### config.mk
export PLATFORM = sky130hd
export DESIGN_NAME = rtcm_queue
export DESIGN_NICKNAME = d
export VERILOG_FILES = /design/src/rtl/core/rtcm_pkg.sv /design/src/rtl/core/rtcm_queue.sv
export SDC_FILE = /design/constraint.sdc
export NUM_CORES = 1
export LEC_CHECK = 0
export BUFFER_PORTS_ARGS = -buffer_cell sky130_fd_sc_hd__buf_4
export CAP_MARGIN = 20
export CORE_MARGIN = 3
export CORE_UTILIZATION = 46
export CTS_CLUSTER_SIZE = 20
export DETAILED_ROUTE_END_ITERATION = 16
export GPL_ROUTABILITY_DRIVEN = 0
export GPL_TIMING_DRIVEN = 0
export PLACE_DENSITY = 0.74
export SYNTH_ARGS = -nofsm -noshare
export SYNTH_HDL_FRONTEND = slang
export SYNTH_SLANG_ARGS = --single-unit
### constraint.sdc
create_clock -name clock -period 2.6 [get_ports clock]
set_input_delay 0.13 -clock clock [delete_from_list [all_inputs] [get_ports clock]]
set_output_delay 0.13 -clock clock [all_outputs]
set_load 0.005 [all_outputs]
### src/rtl/core/rtcm_pkg.sv
// Shared constants, codes and status types of the three-phase RMS current monitor.
package rtcm_pkg;

   // Defaults of the top-level parameters.
   localparam int MAX_WINDOW_DEFAULT = 128;
   localparam int CODE_BITS_DEFAULT  = 12;

   // Fixed widths of registers and result fields.
   localparam int WLEN_BITS      = 8;
   localparam int SCALE_BITS     = 20;
   localparam int OUT_BITS       = 16;
   localparam int FRAC_BITS      = 16;
   localparam int CSR_DATA_BITS  = 20;
   localparam int CSR_INDEX_BITS = 1;

   localparam logic [WLEN_BITS-1:0]  WLEN_RESET  = 8'd100;
   localparam logic [SCALE_BITS-1:0] SCALE_RESET = 20'd352086;
   localparam logic [OUT_BITS-1:0]   OUT_MAX     = 16'hFFFF;

   // Register indexes of the configuration port.
   localparam logic [CSR_INDEX_BITS-1:0] REG_WINDOW_LENGTH = 1'd0;
   localparam logic [CSR_INDEX_BITS-1:0] REG_UA_PER_COUNT  = 1'd1;

   // Item kinds.
   localparam logic KIND_SAMPLE = 1'b0;
   localparam logic KIND_REPORT = 1'b1;

   // Depth of the command queue between front and back.
   localparam int QUEUE_DEPTH = 2;

   typedef struct packed {
      logic full;
      logic empty;
   } queue_status_type;

   typedef struct packed {
      logic clearing;
   } back_status_type;

endpackage

### src/rtl/core/rtcm_queue.sv
// Two-entry command queue between the front and back ends.
module rtcm_queue #(
   parameter int DATA_BITS = 1 + 3 * rtcm_pkg::CODE_BITS_DEFAULT
) (
   input  logic                       clock,
   input  logic                       reset,
   input  logic                       push,
   input  logic [DATA_BITS-1:0]       push_data,
   input  logic                       pop,
   output logic [DATA_BITS-1:0]       pop_data,
   output rtcm_pkg::queue_status_type status
);

   localparam int PTR_BITS   = $clog2(rtcm_pkg::QUEUE_DEPTH);
   localparam int COUNT_BITS = $clog2(rtcm_pkg::QUEUE_DEPTH + 1);

   logic [DATA_BITS-1:0]  entry_ff [rtcm_pkg::QUEUE_DEPTH];
   logic [PTR_BITS-1:0]   wr_ptr_ff;
   logic [PTR_BITS-1:0]   rd_ptr_ff;
   logic [COUNT_BITS-1:0] count_ff;

   assign status.full  = (count_ff == COUNT_BITS'(rtcm_pkg::QUEUE_DEPTH));
   assign status.empty = (count_ff == '0);
   assign pop_data     = entry_ff[rd_ptr_ff];

   always_ff @(posedge clock) begin
      if (push) begin
         entry_ff[wr_ptr_ff] <= push_data;
      end
   end

   always_ff @(posedge clock) begin
      if (reset) begin
         wr_ptr_ff <= '0;
         rd_ptr_ff <= '0;
         count_ff  <= '0;
      end else begin
         if (push) begin
            wr_ptr_ff <= (wr_ptr_ff == PTR_BITS'(rtcm_pkg::QUEUE_DEPTH - 1)) ? '0
                                                                               : wr_ptr_ff + 1'b1;
         end
         if (pop) begin
            rd_ptr_ff <= (rd_ptr_ff == PTR_BITS'(rtcm_pkg::QUEUE_DEPTH - 1)) ? '0
                                                                               : rd_ptr_ff + 1'b1;
         end
         if (push && !pop) begin
            count_ff <= count_ff + 1'b1;
         end else if (pop && !push) begin
            count_ff <= count_ff - 1'b1;
         end
      end
   end

endmodule

==> results by group <==
Clock tree
  • Post-CTS Repair Setup Buffers: 0
  • CTS tree: done
  • Cts repair resizes: 0
  • Clk buf depth: 2
  • Clock Sinks: between 70 and 80
  • CTS root buf: clkbuf_8
  • Worst-path clk slew: around 0.080 ns
  • # H-tree levels: 3
  • CTS Buf Count: 9
  • Clk Latency, worst-skew pair: 0.33 ns
  • Cts hold-fix bufs: 38

Layout
  • Area added between synthesis and finish: 44.45%
  • Cell area after layout: around 4200 um2
  • Layout cells sized above 1: 0.5018
  • Finished Layout Cells: between 300 and 400
  • N_diodes: 0
  • Utilization after layout: 0.6957
  • Fin nets: between 300 and 400

Floorplanning
  • Cell Rows: 28
  • Die height: roughly 85 um
  • Initial Util: 0.4816
  • Die ar.: slightly above 7000 um2
  • Core area: 5991 um2
  • Die width: about 85 um
  • # IOs: 80

Logic synthesis
  • Synth Area in Adders: 0.004337
  • Share of the synthesized area in the top cell type: 0.7702
  • Mux cell area share after synthesis: 0.1444
  • Warning count from the yosys run: 0
  • Netlist cell types: 16
  • Mapped Nets: 179
  • Synth Area in Simple Gates: 0.01605
  • Largest cells by area after synthesis: edfxtp_1, mux2_2, dfxtp_1
  • Largest family of logic cells by synthesized area: multiplexers
  • XOR/XNOR Fraction of Synth Area: 0.01214
  • Compound-Gate Fraction of Synth Area: 0.003469
  • Syn Inst Count: between 100 and 150
  • Mapped Avg Cell Area: 21.06 um2
  • FF+latch count, synth: 79
  • Register area share after synthesis: 0.8049
  • Yosys top cell by area: edfxtp_1
  • Mapped Area: roughly 2900 um2

STA
  • Max-Slew Margin vs Limit: 0.3985
  • Slew Limit Fails: 0
  • Tcrit/Tclk final: 0.6558
  • Tmin final: approximately 1.7 ns
  • Max frequency: 0.5864 GHz
  • Clk_skew: 0.008393 ns
  • Final hold violation count: 0
  • Total negative slack: 0 ns
  • Endpoints failing setup: 0
  • Worst Max-Slew Pin Slew: approximately 0.90 ns
  • Unrepaired setup endpoints after global routing: no

Worst setup path
  • Register-to-Register Setup Slack: 1.02 ns
  • Critical path required time: 2.47 ns
  • Reg2reg path depth: 1
  • Critical path class: flop to output port
  • Worst-path maximum fanout: 10
  • Critical Path AT: 1.58 ns
  • Crit end category: output port
  • CP Launch Type: flop

Routing
  • DRC viols: 0
  • Antenna viol nets, final: 0
  • Drt pass-1 iters: 4
  • DRT iter0 DRCs: 66
  • WL/cell: roughly 15 um
  • Post-Route WL: 5.177 mm
  • Vias: between 1500 and 2000
  • DR vias/cell: between 4 and 5

Job
  • Maxcap violations: 0

GRT
  • Initial antenna violation count: 0
  • Maximum number of pins on one net before global-route repair: 38
  • GRT overflow: 0
  • GR Util All Layers: 0.1541
  • Number of global-route vias before repair: ~1800
  • First-pass GRT wire length: roughly 8.5 mm

Placed design
  • Inst Count DP: 292
  • Hpwl dp: between 3 and 4 mm
  • Buffers on Ports: 79
  • Placed cell area: around 3600 um2

Pwr
  • Worst VDD drop: 408.2 uV
  • Static leakage: between 1.5 and 2 nW
  • PD cells: ~650 nW/um2

Outcome
  • Status: finished, final reports clean

Hold path
  • Min-delay worst type: input port to flop
  • WHS Path Cells: 3
[area by class of cell]
class,instances,area [um2]
inverter,1,3.754
clock inverter,6,51.30
clock buffer,10,127.6
fill,417,1823
timing repair buffer,118,1001
tap,75,93.84
sequential,79,2322
buffer,4,38.79
multi-input combinational,53,529.3
[layout by cell type, fill, tap and decap left out, types with 2 or more instances in the layout]
cell type / n
dfxtp_1: 5
edfxtp_1: 74
nor2_1: 5
mux2_2: 37
dlygate4sd3_1: 38
xnor2_1: 2
clkinv_1: 3
clkinv_2: 2
clkbuf_8: 9
xor2_1: 2
buf_4: 79
buf_6: 3
[report_power, final]
part           total, mW  internal, mW  switching, mW  leakage [nW]
sequential          1.50          1.48         0.0214         0.736
clock              0.824         0.431          0.393        0.0925
combinational      0.397         0.247          0.150         0.771
[metal layers]
metal / global-route usage / up-vias / part of all wire
li1: - / 786 / -
met1: 0.1845 / 789 / 0.42
met2: 0.2564 / 57 / 0.50
met3: 0.04757 / 7 / 0.064
met4: 0.06906 / 0 / 0.014
met5: 0 / - / 0
[registers in the layout, summed over array words and instances, names as in the netlist, named ones only]
signal,flops
entry_ff,74
rd_ptr_ff,1
wr_ptr_ff,1
count_ff,2
[kinds of logic after synthesis]
family	count (synthesis)
AOI/OAI and AO/OA	2
xor gates and xnor gates	4
adders and majority gates	1
buffers and inverters	5
DFF	79
muxes	37
and+or+nand+nor	9
[cells in the mapped netlist]
cell type   n
nor2_1      5
a21oi_1     1
and2b_2     1
xnor2_1     2
buf_6       3
buf_2       1
and2_1      1
o21ai_0     1
inv_1       1
nor2b_1     1
ha_1        1
dfxtp_1     5
mux2_2     37
xor2_1      2
edfxtp_1   74
or3_1       1
[worst max-delay path, stage by stage (launching register included)]
cell and delay [ns]:
dfxtp_1 0.30, buf_2 0.26, buf_6 0.20, mux2_2 0.35, buf_4 0.14
[per-stage QoR]
step	setup slack [ns]	hold WS [ns]	total power, mW
4_1_cts	0.8450	0.04921	2.754
6_report	0.8948	0.06239	2.723
3_3_place_gp	-0.7310	0.3153	1.870
2_1_floorplan	0.1771	0.1991	1.684
3_5_place_dp	0.9940	0.3175	1.886
5_1_grt	0.8122	0.05960	2.850
[path summary, 6_finish.rpt]
| path | startpoint | end |
|---|---|---|
| worst max-delay path | flop | pop_data[4] |
| worst min-delay path | push | wr_ptr_ff |
| worst max register to register | wr_ptr_ff | entry_ff[1][36] |
| worst min register to register | count_ff[1] | count_ff[1] |
No activity file was read; power rests on OpenSTA's default activity.
