[src/rtl/core/rtcm_pkg.sv]
// Shared constants, codes and status types of the three-phase RMS current monitor.
package rtcm_pkg;

   // Defaults of the top-level parameters.
   localparam int MAX_WINDOW_DEFAULT = 128;
   localparam int CODE_BITS_DEFAULT  = 12;

   // Fixed widths of registers and result fields.
   localparam int WLEN_BITS      = 8;
   localparam int SCALE_BITS     = 20;
   localparam int OUT_BITS       = 16;
   localparam int FRAC_BITS      = 16;
   localparam int CSR_DATA_BITS  = 20;
   localparam int CSR_INDEX_BITS = 1;

   localparam logic [WLEN_BITS-1:0]  WLEN_RESET  = 8'd100;
   localparam logic [SCALE_BITS-1:0] SCALE_RESET = 20'd352086;
   localparam logic [OUT_BITS-1:0]   OUT_MAX     = 16'hFFFF;

   // Register indexes of the configuration port.
   localparam logic [CSR_INDEX_BITS-1:0] REG_WINDOW_LENGTH = 1'd0;
   localparam logic [CSR_INDEX_BITS-1:0] REG_UA_PER_COUNT  = 1'd1;

   // Item kinds.
   localparam logic KIND_SAMPLE = 1'b0;
   localparam logic KIND_REPORT = 1'b1;

   // Depth of the command queue between front and back.
   localparam int QUEUE_DEPTH = 2;

   typedef struct packed {
      logic full;
      logic empty;
   } queue_status_type;

   typedef struct packed {
      logic clearing;
   } back_status_type;

endpackage

[src/rtl/core/rtcm_front.sv]
// Front end: accepts request beats and turns them into queued commands.
module rtcm_front #(
   parameter int CODE_BITS = rtcm_pkg::CODE_BITS_DEFAULT
) (
   input  logic                          req_valid,
   output logic                          req_ready,
   input  logic                          req_kind,
   input  logic [CODE_BITS-1:0]          req_offset_code,
   input  logic [CODE_BITS-1:0]          req_phase_a_code,
   input  logic [CODE_BITS-1:0]          req_phase_b_code,
   input  logic [CODE_BITS-1:0]          req_phase_c_code,
   input  rtcm_pkg::queue_status_type    q_status,
   input  rtcm_pkg::back_status_type     back_status,
   output logic                          push,
   output logic [3*CODE_BITS:0]          push_data
);

   logic [CODE_BITS-1:0] diff_a;
   logic [CODE_BITS-1:0] diff_b;
   logic [CODE_BITS-1:0] diff_c;

   // Distance of each phase code from the offset reference.
   always_comb begin
      diff_a = (req_phase_a_code >= req_offset_code) ? req_phase_a_code - req_offset_code
                                                     : req_offset_code - req_phase_a_code;
      diff_b = (req_phase_b_code >= req_offset_code) ? req_phase_b_code - req_offset_code
                                                     : req_offset_code - req_phase_b_code;
      diff_c = (req_phase_c_code >= req_offset_code) ? req_phase_c_code - req_offset_code
                                                     : req_offset_code - req_phase_c_code;
   end

   assign req_ready = !q_status.full && !back_status.clearing;
   assign push      = req_valid && req_ready;
   assign push_data = {req_kind, diff_c, diff_b, diff_a};

endmodule

[config.mk]
export PLATFORM = sky130hd
export DESIGN_NAME = rtcm_front
export DESIGN_NICKNAME = d
export VERILOG_FILES = /design/src/rtl/core/rtcm_pkg.sv /design/src/rtl/core/rtcm_front.sv
export SDC_FILE = /design/constraint.sdc
export NUM_CORES = 1
export LEC_CHECK = 0
export BUFFER_PORTS_ARGS = -buffer_cell sky130_fd_sc_hd__buf_2
export CAP_MARGIN = 15
export CORE_MARGIN = 5
export CORE_UTILIZATION = 25
export DETAILED_ROUTE_END_ITERATION = 16
export RECOVER_POWER = 25
export SLEW_MARGIN = 20
export SYNTH_ARGS = -nofsm -noshare
export SYNTH_HDL_FRONTEND = slang
export SYNTH_SLANG_ARGS = --single-unit
[constraint.sdc]
create_clock -name vclk -period 4.84
set_clock_uncertainty 0.15 [all_clocks]
set_input_delay 1.21 -clock vclk [all_inputs]
set_output_delay 1.21 -clock vclk [all_outputs]
set_load 0.005 [all_outputs]
==> key figures, run 1 <==
Floorplanning
  – Total Die Area: 0.0153 sq mm
  – Chip height: 124 um
  – Rows: 41
  – CORE AREA: 0.0127 sq mm
  – # IOs: 92
  – DIE WIDTH: 124 um
  – Initial core utilization: 0.256

Worst setup path
  – Worst path most repeated cell: buf_2
  – Slowest CP cell: a311oi_2
  – Worst-path fanout max: 4
  – Stages on worst setup path: 10
  – Worst setup startpoint: req_offset_code[0]
  – Startpoint types: input port
  – Worst EP arrival: 3390 ps
  – Crit path capture type: output pin
  – Largest stage delay, worst path: 370 ps
  – Buffers and inverters on the worst path: 2
  – Critical path class: input port to output pin
  – Crit-path leading delay family: compound AO/OA/AOI/OAI gates
  – Crit path required time: 3480 ps
  – Crit-path cells: buf_2 -> ha_2 -> fa_2 -> nand3b_1 -> a311oi_2 -> a211oi_4 -> mux2_4 -> a211oi_2 -> xnor2_1 -> buf_2

Drt
  – Total wire length: 10700 um
  – Iter 0 DRT Violations: 162
  – DR pass1 iterations: 4
  – Vias/cell: 4.75
  – Routed Antenna Nets: 0
  – Drt drc: 0
  – WL per Instance: 14.9 um
  – Via count: 3390

Placed design
  – RePlAce Congestion: 0.885
  – Hpwl dp: 9310 um
  – Count of buffers from port buffering: 89

Synthesis
  – Mux cell area share after synthesis: 0.0664
  – Post-synthesis compound-gate area fraction: 0.297
  – Synth Warn #: 0
  – Syn_area_per_cell: 7.48 sq um
  – Most common cell in the netlist: ha_1
  – Top cells by area, synth: ha_1 27%, mux2i_1 6.2%, inv_1 6.0%
  – Yosys cell types: 56
  – Combinational family with the most area after synthesis: adder cells
  – Adder-cell share of the synthesized area: 0.304
  – XOR/XNOR Fraction of Synth Area: 0.0784
  – Mapped Area: 0.00324 sq mm
  – Simple-gate share of the synthesized area: 0.159
  – Sequential fraction of the synthesis area: 0
  – Post-Syn Instances: 433
  – Post-synth top cells: 69 x ha_1, 52 x inv_1, 38 x a21oi_1
  – Leading area contributor after synthesis: ha_1
  – Syn nets: 561
  – Yosys top cell area share: 0.267

STA
  – Tmin final: 4750 ps
  – Hold Fails Final Rpt: 0
  – RSZ-0062 raised after global routing: true
  – Worst slew pin tran: 606 ps
  – Final setup viols: 0
  – Final worst hold slack: 2270 ps
  – Max-slew violation count: 0
  – Slew margin rel.: 0.590
  – Final period util: 0.982
  – Fmax: 210 MHz
  – Post-route setup TNS: 0 ps

Power
  – P_int: 0.000302 W
  – Pwr per Cell Area: 149 mW/mm^2
  – Clock power frac: 0
  – Peak supply drop: 0.0499 mV
  – Sequential Power Share: 0
  – Switching share of power: 0.520
  – NetSw: 0.000327 W
  – Tot Pwr: 0.000629 W
  – Lkg Pwr: 2.17 nW
  – Combinational power share: 1.000

Global routing
  – Initial antenna violation count: 0
  – GRT overflow: 0
  – Number of global-route vias before repair: 3363
  – Overall Global Routing Usage: 0.133
  – Met1 Use GR: 0.189
  – First-pass GRT wire length: 16700 um
  – Met3 GRT Util: 0.0150
  – Largest net degree at the start of global routing: 10
  – GRT busiest layer: met2
  – Met2 Use GR: 0.224

Final layout
  – Area added between synthesis and finish: 30.0%
  – Seq_cells: 0
  – Clock buffers: 0
  – Register area: 0 sq um
  – Final-stage net count: 672
  – Share of post-route cells with drive strength above 1: 0.286
  – N_diodes: 0

Clock tree
  – Cts hold-fix bufs: 0

Min path
  – Hold Crit Class: input port to output pin
  – Worst Hold Path Cells: 0
  – Hold_sp: req_kind

Job
  – Max Cap Viol: 0

Outcome
  – Outcome: finished clean
-- final timing paths --
check	end	slack (ps)
worst max-delay path	push_data[21]	90
worst min-delay path	push_data[36]	2270
-- routing by layer --
layer  part of all wire  routed length (um)
met1               0.47                5000
met2               0.45                4830
met3              0.071                 758
met4             0.0062                  66
met5                  0                   0
-- cell type report --
type	instances	area [sq um]
Fill cell	1382	8460
Inverter	52	195
Multi-Input combinational cell	362	3030
Tap cell	172	215
Timing Repair Buffer	128	766
-- stage by stage --
step	utilization	setup slack [ps]	cells	instance area, sq um
finish	0.332	86.7	714	4210
global route	0.332	-32.5	714	4210
CTS	0.325	6.97	714	4110
detailed placement	0.323	-26.9	713	4100
global placement	0.323	42.5	713	4100
floorplan	-	429	433	3240
-- cell families after synthesis --
group / count (synthesis)
AOI/OAI and AO/OA: 141
and+or+nand+nor: 96
adders and majority gates: 75
buffers and inverters: 71
xor gates and xnor gates: 29
muxes: 21
-- placed cells by master (no fill, tap or decap), types with 3 or more instances in the layout --
master | Yosys | layout
nand2_1 | 20 | 20
ha_2 | 0 | 6
a21oi_1 | 38 | 36
o21ai_1 | 9 | 8
mux2i_1 | 20 | 19
clkbuf_1 | 2 | 3
ha_4 | 0 | 4
fa_1 | 6 | 5
o2111ai_1 | 3 | 3
nand2b_1 | 9 | 9
ha_1 | 69 | 59
nand3b_1 | 5 | 5
buf_2 | 11 | 85
a21o_1 | 14 | 14
inv_1 | 52 | 51
nand4_1 | 7 | 7
nor2_1 | 18 | 18
xor2_1 | 14 | 14
buf_4 | 4 | 36
and3_1 | 4 | 4
xnor2_1 | 15 | 15
nor3_1 | 5 | 5
o21a_1 | 15 | 15
o21ai_0 | 21 | 21
or2_2 | 3 | 3
a211oi_2 | 1 | 3
a31oi_1 | 10 | 10
nor2b_1 | 11 | 11
o31ai_1 | 5 | 4
-- repair_timing --
action | 4_1_cts | 5_1_grt
pin swaps | 3 | 9
buffers inserted | 1 | 0
setup endpoints to repair | 3 | 15
resized for setup | 3 | 22
-- power by group through the flow --
stage	sequential [W]	clock [W]	combinational, W
6_report	0	0	0.000629
5_1_grt	0	0	0.000696
4_1_cts	0	0	0.000618
3_5_place_dp	0	0	0.000610
3_3_place_gp	0	0	0.000600
2_1_floorplan	0	0	0.000372
No activity file was read; power rests on OpenSTA's default activity.
==> inputs of run 2 (changes only) <==
Settings changed: CORE_MARGIN 5 to unset, CORE_UTILIZATION 25 to 60, PLACE_DENSITY set to 0.9.
Clock period 4.84 ns to 5.72 ns, I/O delays scaled along.
==> run 2 against run 1 <==
Against the previous run:
- combinational power decreased by 25%
- first-iteration DRC count is 12% lower
- critical path depth increased by 1
- power fell by 25%
- sequential share of layout area stayed put
- worst setup slack gained 170 ps
- final cell count decreased by 19%
- die area is 63% lower
==> key figures, run 2 (synthesis results as in run 1) <==
STA
  – Tmin final: 5460 ps
  – Hold Fails Final Rpt: 0
  – Max-slew violation count: 0
  – Post-route setup TNS: 0 ps
  – RSZ-0062 raised after global routing: false
  – Final setup viols: 0
  – Slew margin rel.: 0.607
  – Final period util: 0.955
  – Fmax: 183 MHz
  – Worst slew pin tran: 582 ps

Global routing
  – GRT overflow: 0
  – Largest net degree at the start of global routing: 18
  – Overall Global Routing Usage: 0.299
  – Met2 Use GR: 0.566
  – Number of global-route vias before repair: 3067
  – Initial antenna violation count: 0
  – Met1 Use GR: 0.387
  – Met3 GRT Util: 0.00926
  – GRT busiest layer: met2
  – First-pass GRT wire length: 13600 um

Final layout
  – Final-stage net count: 639
  – Seq_cells: 0
  – N_diodes: 0
  – Commonest non-fill, non-tap cell in the layout: buf_2
  – Design Area, Final: 0.00370 sq mm
  – Most frequent cells in the layout: 85 x buf_2, 69 x ha_1, 52 x inv_1
  – Area added between synthesis and finish: 14.2%
  – Register area: 0 sq um
  – Clock buffers: 0
  – FILL cells: 455
  – Share of post-route cells with drive strength above 1: 0.200

Power
  – Pwr per Cell Area: 127 mW/mm^2
  – Peak supply drop: 0.0778 mV
  – NetSw: 0.000254 W
  – Sequential Power Share: 0
  – Lkg Pwr: 2.01 nW
  – Switching share of power: 0.540
  – Clock power frac: 0
  – P_int: 0.000216 W
  – Combinational power share: 1.000

Drt
  – DR pass1 iterations: 4
  – Routed Antenna Nets: 0
  – Total wire length: 8600 um
  – Iter 0 DRT Violations: 143
  – Vias/cell: 5.97
  – Drt drc: 0
  – Via count: 3457
  – WL per Instance: 14.9 um

Floorplanning
  – DIE WIDTH: 75.5 um
  – Initial core utilization: 0.630
  – # IOs: 92
  – Chip height: 75.5 um
  – Total Die Area: 0.00570 sq mm
  – Rows: 26
  – CORE AREA: 0.00514 sq mm

Placed design
  – Count of buffers from port buffering: 89
  – Cell Area, Placed: 0.00370 sq mm
  – RePlAce Congestion: 0.908
  – Hpwl dp: 7290 um

Job
  – Max Cap Viol: 0

Outcome
  – Outcome: finished clean

Min path
  – Worst Hold Path Cells: 0
  – Hold Crit Class: input port to output pin

Clock tree
  – Cts hold-fix bufs: 0
  – PostCTS Resize Cnt: 0
  – Post-CTS repair timing setup buffer count: 0

Worst setup path
  – Crit path capture type: output pin
  – Worst-path fanout max: 8
  – Crit path required time: 4140 ps
  – Critical path class: input port to output pin
  – Startpoint types: input port
  – Worst EP arrival: 3880 ps
[run 2: final cells by class]
class                           count  area, sq um  area share
Multi-Input combinational cell    362         2930       0.792
Timing Repair Buffer               95          487       0.132
Inverter                           52          195      0.0528
Tap cell                           70         87.6      0.0237
[run 2: per-stage QoR]
stage	setup WS [ps]	utilization	hold WS, ps	cells	power [W]
2_1_floorplan	869	-	2740	433	0.000315
3_3_place_gp	385	0.720	2710	579	0.000446
3_5_place_dp	309	0.720	2710	579	0.000462
4_1_cts	316	0.720	2710	579	0.000464
5_1_grt	142	0.720	2710	579	0.000518
6_report	260	0.720	2710	579	0.000470
[run 2: path summary, 6_finish.rpt]
| kind | start | to | slack, ps |
|---|---|---|---|
| worst max-delay path | req_offset_code[3] | push_data[27] | 260 |
| worst min-delay path | req_kind | push_data[36] | 2710 |
[run 2: power groups by stage]
stage	Sequential (W)	Clock, W	Combinational (W)
6_report	0	0	0.000470
5_1_grt	0	0	0.000518
4_1_cts	0	0	0.000464
3_5_place_dp	0	0	0.000462
3_3_place_gp	0	0	0.000446
2_1_floorplan	0	0	0.000315
[run 2: routing by layer]
metal	up-vias	part of all wire
li1	1692	-
met1	1613	0.42
met2	139	0.51
met3	13	0.061
met4	0	0.010
met5	-	0
[run 2: critical path: stages]
cell and delay, ps:
buf_2 140, inv_1 110, ha_1 410, a21oi_1 250
o21ai_1 150, o2111ai_1 210, and4b_1 360, buf_4 250
mux2i_1 290, xnor2_1 150, buf_2 130
